**src/rtl/core/ihb_pkg.sv**
```systemverilog
// ----------------------------------------------------------------------------
// ihb_pkg - shared types and constants for the heat-bath spin flip engine
// Field widths, spin and store sizes, state encoding, function codes and the
// start address of each coefficient block for every active spin count.
// ----------------------------------------------------------------------------
package ihb_pkg;

   localparam int NUM_SPINS  = 16;
   localparam int COEF_DEPTH = 136;

   localparam int COEF_AW = $clog2(COEF_DEPTH);
   localparam int ADDR_W  = COEF_AW + 1;
   localparam int SPIN_IW = $clog2(NUM_SPINS);
   localparam int CNT_W   = $clog2(NUM_SPINS + 1);

   // request and response field widths
   localparam int FUNC_W  = 2;
   localparam int IDX_W   = 8;
   localparam int COEF_W  = 16;
   localparam int SPIN_W  = 16;
   localparam int POS_W   = 4;
   localparam int SCALE_W = 17;
   localparam int RAND_W  = 16;
   localparam int CFG_W   = 5;

   localparam logic [CFG_W-1:0] ACTIVE_RESET = CFG_W'(16);

   // datapath widths
   localparam int ACC_W  = 21;
   localparam int MUL_AW = 34;
   localparam int MUL_BW = 18;
   localparam int PROD_W = MUL_AW + MUL_BW;

   // fixed-point constants of the logistic
   localparam int LOG2E_Q12 = 5909;
   localparam int POLY_C2   = 22512;
   localparam logic [27:0] POLY_C1 = 28'd176226304;   // 43024 * 4096
   localparam logic [16:0] ONE_Q16 = 17'd65536;
   localparam logic [40:0] ACC_LIMIT = 41'h1_0000_0000;

   localparam logic [FUNC_W-1:0] FN_WRITE = 2'd0;
   localparam logic [FUNC_W-1:0] FN_LOAD  = 2'd1;
   localparam logic [FUNC_W-1:0] FN_FLIP  = 2'd2;

   typedef enum logic [3:0] {
      ST_IDLE,
      ST_SUM,
      ST_DRAIN,
      ST_MUL_X,
      ST_CLAMP,
      ST_EXPF,
      ST_POLY,
      ST_EXP,
      ST_DECIDE,
      ST_FINISH
   } state_type;

   typedef logic [ADDR_W-1:0] pair_base_type [0:NUM_SPINS];

   // n*(n-1)/2: number of pair couplings, i.e. where the fields start
   function automatic pair_base_type calc_pair_base();
      pair_base_type t;
      for (int i = 0; i <= NUM_SPINS; i++) begin
         t[i] = ADDR_W'((i * (i - 1)) >> 1);
      end
      return t;
   endfunction

   localparam pair_base_type PAIR_BASE = calc_pair_base();

endpackage

```
**src/rtl/core/ihb_if.sv**
```systemverilog
// ----------------------------------------------------------------------------
// ihb_if - request and response channels of the spin flip engine
// Valid/ready channels; a request moves at a clock edge with both high.
// ----------------------------------------------------------------------------
interface ihb_req_if;
   import ihb_pkg::*;

   logic                valid;
   logic                ready;
   logic [FUNC_W-1:0]   func;
   logic [IDX_W-1:0]    coef_index;
   logic signed [COEF_W-1:0] coef_value;
   logic [SPIN_W-1:0]   spin_word;
   logic [POS_W-1:0]    spin_pos;
   logic [SCALE_W-1:0]  anneal_scale;
   logic [RAND_W-1:0]   random_u;

   modport source (
      output valid, func, coef_index, coef_value, spin_word, spin_pos,
             anneal_scale, random_u,
      input  ready
   );
   modport sink (
      input  valid, func, coef_index, coef_value, spin_word, spin_pos,
             anneal_scale, random_u,
      output ready
   );
endinterface

interface ihb_rsp_if;
   import ihb_pkg::*;

   logic              valid;
   logic              ready;
   logic [SPIN_W-1:0] spins;
   logic              flipped;

   modport source (output valid, spins, flipped, input ready);
   modport sink   (input  valid, spins, flipped, output ready);
endinterface

```
**src/rtl/core/ising_heat_bath_spin_flip.sv**
```systemverilog
// ----------------------------------------------------------------------------
// ising_heat_bath_spin_flip - heat-bath single spin flip engine
// Holds the spin vector and a Q4.12 coefficient store; writes coefficients,
// loads spins and evaluates proposed flips against a caller's random value.
// ----------------------------------------------------------------------------
// Usage:
//   req_chan carries one request: coefficient write, spin load or flip
//   proposal. rsp_chan returns one response per request: spin vector after
//   it and whether a flip was made. csr_we/csr_wdata set the active spin
//   count n; write it only while no request is in flight.
//   Requests are taken one at a time; req_chan.ready is high only when idle.
//   A write, a load or a flip of a spin outside n goes from acceptance to the
//   finish state, which registers its response as the block turns idle again.
//   A flip reads one coefficient per active spin from the store RAM
//   (pipelined behind the registered read), then runs its steps through the
//   shared multiplier: scale, exponent, polynomial, and the acceptance test
//   done as a multiply against 2^32.
//   A stalled response sits in the output register while the next request
//   is already worked on; that one finishes only once the register frees.
//   Reset clears the spin vector, sets n to 16 and empties the output.
//   Coefficients are not cleared and must be written before use.
// ----------------------------------------------------------------------------
module ising_heat_bath_spin_flip (
   input  logic                       clock,
   input  logic                       reset,
   input  logic                       csr_we,
   input  logic [ihb_pkg::CFG_W-1:0]  csr_wdata,
   ihb_req_if.sink                    req_chan,
   ihb_rsp_if.source                  rsp_chan
);
   import ihb_pkg::*;

   state_type state_ff, state_in;

   logic [CFG_W-1:0]   active_ff, active_in;
   logic [SPIN_W-1:0]  spin_ff, spin_in;
   logic [POS_W-1:0]   pos_ff, pos_in;
   logic [SCALE_W-1:0] scale_ff, scale_in;
   logic [RAND_W-1:0]  rand_ff, rand_in;
   logic [SPIN_IW-1:0] j_ff, j_in;
   logic [ADDR_W-1:0]  r_ff, r_in;
   logic signed [ACC_W-1:0] acc_ff, acc_in;
   logic               pend_ff, pend_in;
   logic               psign_ff, psign_in;
   logic signed [6:0]  k_ff, k_in;
   logic [11:0]        f_ff, f_in;
   logic               over_ff, over_in;
   logic               flip_ff, flip_in;
   logic               rsp_valid_ff, rsp_valid_in;
   logic [SPIN_W-1:0]  rsp_spins_ff, rsp_spins_in;
   logic               rsp_flipped_ff, rsp_flipped_in;

   logic [CNT_W-1:0]   n_cnt;
   logic [CNT_W-1:0]   jx, px;
   logic               req_fire, pos_ok, last_j, slot_free, flip_ok;
   logic [ADDR_W-1:0]  rd_addr_w;
   logic [COEF_W-1:0]  rd_data;
   logic               ram_we;

   logic signed [MUL_AW-1:0] mul_a;
   logic signed [MUL_BW-1:0] mul_b;
   logic signed [PROD_W-1:0] prod;

   logic signed [ACC_W:0]    dval;
   logic signed [PROD_W-17:0] xfull;
   logic signed [17:0]       xc, nx;
   logic signed [18:0]       yval;
   logic [27:0]              poly_t;
   logic [16:0]              mval;
   logic [6:0]               negk;
   logic [39:0]              eval;
   logic [40:0]              dsum;
   logic signed [ACC_W-1:0]  rd_ext;

   // clamp of the active count: zero counts as one, the top at NUM_SPINS
   always_comb begin
      if (active_ff == '0) begin
         n_cnt = CNT_W'(1);
      end else if (32'(active_ff) > NUM_SPINS) begin
         n_cnt = CNT_W'(NUM_SPINS);
      end else begin
         n_cnt = CNT_W'(active_ff);
      end
   end

   assign req_fire  = req_chan.valid && req_chan.ready;
   assign pos_ok    = CNT_W'(req_chan.spin_pos) < n_cnt;
   assign jx        = CNT_W'(j_ff);
   assign px        = CNT_W'(pos_ff);
   assign last_j    = (jx == n_cnt - CNT_W'(1));
   assign slot_free = !rsp_valid_ff || rsp_chan.ready;
   assign rd_ext    = ACC_W'($signed(rd_data));
   assign flip_ok   = !over_ff && (rand_ff != '1)
                      && ($unsigned(prod) <= PROD_W'(ACC_LIMIT));

   ihb_ram #(
      .WIDTH (COEF_W),
      .DEPTH (COEF_DEPTH)
   ) u_coef_ram (
      .clock (clock),
      .we    (ram_we),
      .waddr (req_chan.coef_index[COEF_AW-1:0]),
      .wdata (req_chan.coef_value),
      .raddr (rd_addr_w[COEF_AW-1:0]),
      .rdata (rd_data)
   );

   ihb_mul u_mul (
      .clock (clock),
      .op_a  (mul_a),
      .op_b  (mul_b),
      .prod  (prod)
   );

   // next state
   always_comb begin
      state_in = state_ff;
      unique case (state_ff)
         ST_IDLE: begin
            if (req_fire) begin
               if (req_chan.func == FN_FLIP && pos_ok) begin
                  state_in = ST_SUM;
               end else begin
                  state_in = ST_FINISH;
               end
            end
         end
         ST_SUM: begin
            if (last_j) begin
               state_in = ST_DRAIN;
            end
         end
         ST_DRAIN:  state_in = ST_MUL_X;
         ST_MUL_X:  state_in = ST_CLAMP;
         ST_CLAMP:  state_in = ST_EXPF;
         ST_EXPF:   state_in = ST_POLY;
         ST_POLY:   state_in = ST_EXP;
         ST_EXP:    state_in = ST_DECIDE;
         ST_DECIDE: state_in = ST_FINISH;
         ST_FINISH: begin
            if (slot_free) begin
               state_in = ST_IDLE;
            end
         end
         default:   state_in = ST_IDLE;
      endcase
   end

   // datapath and outputs
   always_comb begin
      active_in      = active_ff;
      spin_in        = spin_ff;
      pos_in         = pos_ff;
      scale_in       = scale_ff;
      rand_in        = rand_ff;
      j_in           = j_ff;
      r_in           = r_ff;
      acc_in         = acc_ff;
      pend_in        = pend_ff;
      psign_in       = psign_ff;
      k_in           = k_ff;
      f_in           = f_ff;
      over_in        = over_ff;
      flip_in        = flip_ff;
      rsp_valid_in   = rsp_valid_ff && !rsp_chan.ready;
      rsp_spins_in   = rsp_spins_ff;
      rsp_flipped_in = rsp_flipped_ff;
      ram_we         = 1'b0;
      rd_addr_w      = r_ff;
      mul_a          = '0;
      mul_b          = '0;
      dval           = '0;
      xfull          = '0;
      xc             = '0;
      nx             = '0;
      yval           = '0;
      poly_t         = '0;
      mval           = '0;
      negk           = '0;
      eval           = '0;
      dsum           = '0;

      if (csr_we) begin
         active_in = csr_wdata;
      end

      // pending coefficient from the previous read cycle
      if (pend_ff) begin
         acc_in = psign_ff ? acc_ff + rd_ext : acc_ff - rd_ext;
      end

      unique case (state_ff)
         ST_IDLE: begin
            if (req_fire) begin
               pos_in   = req_chan.spin_pos;
               scale_in = req_chan.anneal_scale;
               rand_in  = req_chan.random_u;
               j_in     = '0;
               r_in     = '0;
               acc_in   = '0;
               pend_in  = 1'b0;
               flip_in  = 1'b0;
               case (req_chan.func)
                  FN_WRITE: ram_we  = 32'(req_chan.coef_index) < COEF_DEPTH;
                  FN_LOAD:  spin_in = req_chan.spin_word;
                  default:  ;
               endcase
            end
         end
         ST_SUM: begin
            // row start r tracks min(j, pos); the field sits in the j == pos slot
            if (jx == px) begin
               rd_addr_w = PAIR_BASE[n_cnt] + ADDR_W'(px);
            end else if (jx < px) begin
               rd_addr_w = r_ff + ADDR_W'(px) - ADDR_W'(jx) - ADDR_W'(1);
               r_in      = r_ff + ADDR_W'(n_cnt) - ADDR_W'(jx) - ADDR_W'(1);
            end else begin
               rd_addr_w = r_ff + ADDR_W'(jx) - ADDR_W'(px) - ADDR_W'(1);
            end
            pend_in  = 1'b1;
            psign_in = (jx == px) || spin_ff[j_ff];
            j_in     = j_ff + SPIN_IW'(1);
         end
         ST_DRAIN: begin
            pend_in = 1'b0;
         end
         ST_MUL_X: begin
            dval  = spin_ff[pos_ff] ? -{acc_ff, 1'b0} : {acc_ff, 1'b0};
            mul_a = MUL_AW'(dval);
            mul_b = $signed(MUL_BW'(scale_ff));
         end
         ST_CLAMP: begin
            xfull = prod[PROD_W-1:16];
            if (xfull < -(PROD_W-16)'(65536)) begin
               xc = -18'sd65536;
            end else if (xfull > (PROD_W-16)'(65536)) begin
               xc = 18'sd65536;
            end else begin
               xc = 18'(xfull);
            end
            nx    = -xc;
            mul_a = MUL_AW'(nx);
            mul_b = MUL_BW'(LOG2E_Q12);
         end
         ST_EXPF: begin
            yval  = prod[30:12];
            k_in  = yval[18:12];
            f_in  = yval[11:0];
            mul_a = $signed(MUL_AW'(yval[11:0]));
            mul_b = MUL_BW'(POLY_C2);
         end
         ST_POLY: begin
            poly_t = POLY_C1 + prod[27:0];
            mul_a  = $signed(MUL_AW'(poly_t));
            mul_b  = $signed(MUL_BW'(f_ff));
         end
         ST_EXP: begin
            mval = ONE_Q16 + 17'(prod[39:24]);
            negk = -k_ff;
            if (k_ff >= 0) begin
               eval = 40'(mval) << k_ff[4:0];
            end else begin
               eval = 40'(mval) >> negk[4:0];
            end
            dsum    = 41'(eval) + 41'(ONE_Q16);
            over_in = dsum > ACC_LIMIT;
            // u < floor(2^32 / d) is the same as (u + 1) * d <= 2^32
            mul_a   = $signed(MUL_AW'(dsum[32:0]));
            mul_b   = $signed(MUL_BW'(17'(rand_ff) + 17'd1));
         end
         ST_DECIDE: begin
            if (flip_ok) begin
               spin_in = spin_ff ^ (SPIN_W'(1) << pos_ff);
               flip_in = 1'b1;
            end
         end
         ST_FINISH: begin
            if (slot_free) begin
               rsp_valid_in   = 1'b1;
               rsp_spins_in   = spin_ff;
               rsp_flipped_in = flip_ff;
            end
         end
         default: ;
      endcase
   end

   always_ff @(posedge clock) begin
      if (reset) begin
         state_ff     <= ST_IDLE;
         active_ff    <= ACTIVE_RESET;
         spin_ff      <= '0;
         pend_ff      <= 1'b0;
         rsp_valid_ff <= 1'b0;
      end else begin
         state_ff     <= state_in;
         active_ff    <= active_in;
         spin_ff      <= spin_in;
         pend_ff      <= pend_in;
         rsp_valid_ff <= rsp_valid_in;
      end
   end

   always_ff @(posedge clock) begin
      pos_ff         <= pos_in;
      scale_ff       <= scale_in;
      rand_ff        <= rand_in;
      j_ff           <= j_in;
      r_ff           <= r_in;
      acc_ff         <= acc_in;
      psign_ff       <= psign_in;
      k_ff           <= k_in;
      f_ff           <= f_in;
      over_ff        <= over_in;
      flip_ff        <= flip_in;
      rsp_spins_ff   <= rsp_spins_in;
      rsp_flipped_ff <= rsp_flipped_in;
   end

   assign req_chan.ready  = (state_ff == ST_IDLE);
   assign rsp_chan.valid  = rsp_valid_ff;
   assign rsp_chan.spins  = rsp_spins_ff;
   assign rsp_chan.flipped = rsp_flipped_ff;

   // store reads during the sum never leave the store
   a_sum_addr_in_store: assert property (@(posedge clock) disable iff (reset)
      state_ff == ST_SUM |-> rd_addr_w < ADDR_W'(COEF_DEPTH))
      else $error("coefficient read beyond the store");

   // an accepted flip changes exactly one spin
   a_flip_one_bit: assert property (@(posedge clock) disable iff (reset)
      (state_ff == ST_DECIDE && flip_ok)
      |=> $countones(spin_ff ^ $past(spin_ff)) == 1)
      else $error("accepted flip did not change exactly one spin");

   // non-flip requests go straight to the response step
   a_short_path: assert property (@(posedge clock) disable iff (reset)
      (req_fire && req_chan.func != FN_FLIP) |=> state_ff == ST_FINISH)
      else $error("write or load request took the long path");

endmodule

```
**src/rtl/core/ihb_ram.sv**
```systemverilog
// ----------------------------------------------------------------------------
// ihb_ram - generic single-write, single-read RAM
// One write port, one read port with registered read data.
// ----------------------------------------------------------------------------
module ihb_ram #(
   parameter int WIDTH = 16,
   parameter int DEPTH = 136
) (
   input  logic                     clock,
   input  logic                     we,
   input  logic [$clog2(DEPTH)-1:0] waddr,
   input  logic [WIDTH-1:0]         wdata,
   input  logic [$clog2(DEPTH)-1:0] raddr,
   output logic [WIDTH-1:0]         rdata
);

   logic [WIDTH-1:0] mem [0:DEPTH-1];
   logic [WIDTH-1:0] rdata_ff;

   always_ff @(posedge clock) begin
      if (we) begin
         mem[waddr] <= wdata;
      end
      rdata_ff <= mem[raddr];
   end

   assign rdata = rdata_ff;

endmodule

```
**src/rtl/core/ihb_mul.sv**
```systemverilog
// ----------------------------------------------------------------------------
// ihb_mul - shared signed multiplier with registered product
// Every multiply of the flip evaluation goes through this one unit.
// ----------------------------------------------------------------------------
module ihb_mul (
   input  logic                              clock,
   input  logic signed [ihb_pkg::MUL_AW-1:0] op_a,
   input  logic signed [ihb_pkg::MUL_BW-1:0] op_b,
   output logic signed [ihb_pkg::PROD_W-1:0] prod
);
   import ihb_pkg::*;

   logic signed [PROD_W-1:0] prod_ff;
   logic signed [PROD_W-1:0] prod_in;

   always_comb begin
      prod_in = PROD_W'(op_a) * PROD_W'(op_b);
   end

   always_ff @(posedge clock) begin
      prod_ff <= prod_in;
   end

   assign prod = prod_ff;

endmodule
```
**src/flat_wrapper.sv**
```systemverilog
// flat-port wrapper written by rule: the top's interface ports become plain ports
module ising_heat_bath_spin_flip_flat import ihb_pkg::*;
  (clock, reset, csr_we, csr_wdata, req_chan_valid, req_chan_func, req_chan_coef_index, req_chan_coef_value, req_chan_spin_word, req_chan_spin_pos, req_chan_anneal_scale, req_chan_random_u, req_chan_ready, rsp_chan_valid, rsp_chan_spins, rsp_chan_flipped, rsp_chan_ready);
  ihb_req_if req_chan_i ();
  ihb_rsp_if rsp_chan_i ();
  input  logic clock;
  input  logic reset;
  input  logic csr_we;
  input  logic [ihb_pkg::CFG_W-1:0] csr_wdata;
  input wire logic [$bits(req_chan_i.valid)-1:0] req_chan_valid;
  input wire logic [$bits(req_chan_i.func)-1:0] req_chan_func;
  input wire logic [$bits(req_chan_i.coef_index)-1:0] req_chan_coef_index;
  input wire logic [$bits(req_chan_i.coef_value)-1:0] req_chan_coef_value;
  input wire logic [$bits(req_chan_i.spin_word)-1:0] req_chan_spin_word;
  input wire logic [$bits(req_chan_i.spin_pos)-1:0] req_chan_spin_pos;
  input wire logic [$bits(req_chan_i.anneal_scale)-1:0] req_chan_anneal_scale;
  input wire logic [$bits(req_chan_i.random_u)-1:0] req_chan_random_u;
  output wire logic [$bits(req_chan_i.ready)-1:0] req_chan_ready;
  output wire logic [$bits(rsp_chan_i.valid)-1:0] rsp_chan_valid;
  output wire logic [$bits(rsp_chan_i.spins)-1:0] rsp_chan_spins;
  output wire logic [$bits(rsp_chan_i.flipped)-1:0] rsp_chan_flipped;
  input wire logic [$bits(rsp_chan_i.ready)-1:0] rsp_chan_ready;
  assign req_chan_i.valid = req_chan_valid;
  assign req_chan_i.func = req_chan_func;
  assign req_chan_i.coef_index = req_chan_coef_index;
  assign req_chan_i.coef_value = req_chan_coef_value;
  assign req_chan_i.spin_word = req_chan_spin_word;
  assign req_chan_i.spin_pos = req_chan_spin_pos;
  assign req_chan_i.anneal_scale = req_chan_anneal_scale;
  assign req_chan_i.random_u = req_chan_random_u;
  assign req_chan_ready = req_chan_i.ready;
  assign rsp_chan_valid = rsp_chan_i.valid;
  assign rsp_chan_spins = rsp_chan_i.spins;
  assign rsp_chan_flipped = rsp_chan_i.flipped;
  assign rsp_chan_i.ready = rsp_chan_ready;
  ising_heat_bath_spin_flip u_core (.clock(clock), .reset(reset), .csr_we(csr_we), .csr_wdata(csr_wdata), .req_chan(req_chan_i), .rsp_chan(rsp_chan_i));
endmodule
```
**config.mk**
```make
export PLATFORM = sky130hd
export DESIGN_NAME = ising_heat_bath_spin_flip_flat
export DESIGN_NICKNAME = d
export VERILOG_FILES = /design/src/rtl/core/ihb_pkg.sv /design/src/rtl/core/ihb_if.sv /design/src/rtl/core/ising_heat_bath_spin_flip.sv /design/src/rtl/core/ihb_ram.sv /design/src/rtl/core/ihb_mul.sv /design/src/flat_wrapper.sv
export SDC_FILE = /design/constraint.sdc
export NUM_CORES = 2
export LEC_CHECK = 0
export BUFFER_PORTS_ARGS = -buffer_cell sky130_fd_sc_hd__buf_2
export CAP_MARGIN = 40
export CORE_ASPECT_RATIO = 0.9
export CORE_UTILIZATION = 26
export DETAILED_ROUTE_END_ITERATION = 12
export GPL_TIMING_DRIVEN = 0
export PLACE_DENSITY_LB_ADDON = 0.15
export SLEW_MARGIN = 10
export SYNTH_ARGS = -nofsm -noshare
export SYNTH_HDL_FRONTEND = slang
export SYNTH_SLANG_ARGS = --single-unit
```
**constraint.sdc**
```tcl
create_clock -name clock -period 12.2 [get_ports clock]
set_input_delay 0 -clock clock [delete_from_list [all_inputs] [get_ports clock]]
set_output_delay 0 -clock clock [all_outputs]
set_load 0.1 [all_outputs]
```
==> impl_metrics.csv <==
group,metric,value,unit
worst_setup_path,critPathKind,"reg -> reg",
worst_setup_path,crit_required,13.01,ns
synthesis,yosys_warnings,0,
outcome,status,"complete, no violations",
flow_run,max-cap-violations,0,
grt,grt_max_degree,96,
placement,place_congestion,1.04,
synthesis,synth-seq-cells,2379,
floorplan,io_pins,108,
synthesis,syn_avg_cell_area,11.7,µm²
route,first_pass_iters,8,
worst_setup_path,cp.arrival,12.65,ns
finish,nets,12100,
worst_hold_path,hold_class,"in -> reg",
timing,hold_violations,0,
worst_setup_path,crit_slowest_cell,"a2111o_1",
worst_setup_path,critPathMaxStageDelay,0.57,ns
synthesis,synth_cell_types,110,
worst_setup_path,path_max_fanout,10,
worst_setup_path,cp_num_buf_inv,13,
route,via_per_inst,5.71,
route,drt_wl_total,779000,µm
cts,root_buffer,"clkbuf_16",
grt,grt_overflow_total,0,
placement,hpwl,581000,µm
timing,period_needed,11.85,ns
grt,track_usage,0.322,
synthesis,synth_enable_flop_cells,2263,
synthesis,synth_seq_area_share,0.580,
floorplan,row_count,237,
floorplan,dieArea,469000,µm²
timing,slew_violations,0,
worst_setup_path,crit_family,"adder cells",
route,num_vias,102000,
timing,maxSlewHeadroom,0.159,
finish,drive_above_1_share,0.144,
timing,fin_hold_ws,0.0503,ns
placement,dpl_worst_slack,-0.678,ns
timing,tns,0,ns
cts,cts_tree,"done",
cts,cts_buffer_depth,4,
cts,cts_max_level,5,
grt,grt_pass1_wl,983000,µm
synthesis,async_flop_share,0,
route,drc_errors,0,
timing,finClkSkew,0.0941,ns
synthesis,mappedNetlistNets,11200,
synthesis,synthFlopType,"edfxtp_1",
cts,cts_made_buffers,267,
timing,finalCritPeriodShare,0.971,
cts,clock-sinks,2379,
floorplan,core,463000,µm²
route,routedWlPerCell,43.8,µm
timing,rsz0062_at_grt,"false",
grt,grt_pass1_vias,91600,
finish,area_growth,22.5,%
floorplan,dieHeight,650,µm
timing,layout_setup_ws,0.355,ns
floorplan,die_w,721,µm
placement,portBuffers,103,
synthesis,synth_area,121000,µm²
worst_setup_path,start_kind,"flip-flop",
worst_setup_path,cp-end-kind,"flip-flop",
cts,clk_latency,0.96,ns
floorplan,initial_core_util,0.261,
route,drtIter0Drc,18800,
worst_setup_path,rrSetupSlack,0.35,ns
route,drtAntennaViolNets,0,
grt,antenna_found_initial,153,
timing,tightestPinTransition,1.26,ns
synthesis,synthesis.instances,10300,
timing,fmax,0.0844,GHz
cts,cts.clk_slew.worst_paths,0.06,ns
timing,setup_viol,0,
finish,fill_cells,46800,
## through the flow
step / util / cell area, µm² / cells
2_1_floorplan: - / 121000 / 10300
3_3_place_gp: 0.279 / 129000 / 16700
3_5_place_dp: 0.298 / 138000 / 17100
4_1_cts: 0.319 / 148000 / 17700
5_1_grt: 0.320 / 148000 / 17700
6_report: 0.320 / 148000 / 17800
## layout by cell type (no fill, tap or decap), types with 95 or more instances in the layout
cell,Yosys,layout
buf_12,1,163
a21oi_1,269,266
o21ai_0,169,164
fa_1,568,568
ha_1,187,187
clkbuf_1,235,237
nand3_1,1028,1027
dlygate4sd3_1,0,130
nor2_1,519,375
inv_1,735,735
and3_1,117,116
a31oi_1,115,114
buf_2,284,421
clkbuf_16,0,274
nor2_4,2,142
dfxtp_1,116,116
edfxtp_1,2263,2263
xnor2_1,95,95
mux2i_1,155,154
nand2_1,2224,2221
## metal layers
metal,vias up,part of all wire,routed length [µm],global-route usage
met4,43,0.066,51200,0.176
met3,1828,0.13,101000,0.117
met2,8229,0.41,316000,0.453
met5,-,0.00075,583,0.00368
li1,38600,-,-,-
met1,52900,0.40,310000,0.428
## area by class of cell
type | count | area (µm²) | share of cell area
sequential | 2379 | 70300 | 0.474
multi-input combinational | 6617 | 46700 | 0.315
timing repair buffer | 684 | 9570 | 0.0645
tap | 6214 | 7770 | 0.0524
clock buffer | 337 | 7130 | 0.0481
buffer | 603 | 2930 | 0.0198
inverter | 740 | 2780 | 0.0187
clock inverter | 123 | 973 | 0.00656
antenna | 90 | 225 | 0.00152
## path summary, 6_finish.rpt
path	from	end	cells past startpoint
worst min-delay path	req_chan_func[0]	u_core.spin_ff[9]	6
worst max register to register	u_core.k_ff[0]	u_core.u_mul.prod[50]	41
worst max-delay path	u_core.k_ff[0]	u_core.u_mul.prod[50]	41
worst min register to register	u_core.flip_ff	u_core.rsp_chan.flipped	0
## logic make-up (layout without fill, tap and decap cells)
kind of cell             count (synthesis)  count (layout)  synth area share
buffers and inverters                 1346            2487            0.0464
adder cells (fa/ha/maj)                755             755             0.113
other                                    0              90                 0
AO/OA/AOI/OAI                         1161            1161            0.0666
flip-flops                            2379            2379             0.580
multiplexers                           252             252            0.0270
XOR/XNOR                               174             174            0.0126
AND/OR/NAND/NOR                       4275            4275             0.154
## timing repair
action / CTS / global route
pin swaps: 0 / 4
hold buffers: 130 / 0
gates resized for setup: 7 / 18
buffers inserted: 0 / 4
endpoints found under the setup margin: 12 / 12
hold endpoints to repair: 1975 / 0
## registers in the layout, summed over array words and instances, names as in the netlist, 4 cells and up
name / flops
u_core.u_coef_ram.mem: 2176
u_core.pos_ff: 4
u_core.acc_ff: 21
u_core.rsp_chan.spins: 16
u_core.scale_ff: 17
u_core.rand_ff: 16
u_core.k_ff: 6
u_core.j_ff: 4
u_core.u_coef_ram.rdata: 16
u_core.state_ff: 4
u_core.u_mul.prod: 52
u_core.spin_ff: 16
u_core.r_ff: 8
u_core.active_ff: 5
u_core.f_ff: 12
## tightest hold or removal path: stages
cell      delay [ns]
buf_2           0.12
nand2_1         0.06
nand2_1         0.14
buf_1           0.29
a21oi_1         0.19
a211oi_1        0.05
## cells in the mapped netlist, types with 51 or more instances
master / count / area share
a21o_1: 51 / 0.0032
dfxtp_1: 116 / 0.019
o21ai_0: 169 / 0.0070
mux4_2: 54 / 0.010
ha_1: 187 / 0.019
nor2_1: 519 / 0.016
edfxtp_1: 2263 / 0.56
nand3_1: 1028 / 0.042
xnor2_1: 95 / 0.0069
a31oi_1: 115 / 0.0059
and3_1: 117 / 0.0060
nor2b_1: 72 / 0.0037
mux2i_1: 155 / 0.013
xor2_1: 79 / 0.0057
a21oi_1: 269 / 0.011
a211oi_1: 94 / 0.0058
nor3_1: 60 / 0.0025
nand4_1: 59 / 0.0030
inv_1: 735 / 0.023
clkbuf_1: 235 / 0.0073
nand2_1: 2224 / 0.069
a311oi_1: 58 / 0.0042
buf_2: 284 / 0.012
fa_1: 568 / 0.094
Power is left out: the tool's default activity adds up to more than one toggle a clock period on the data nets, which glitch-free logic cannot reach.
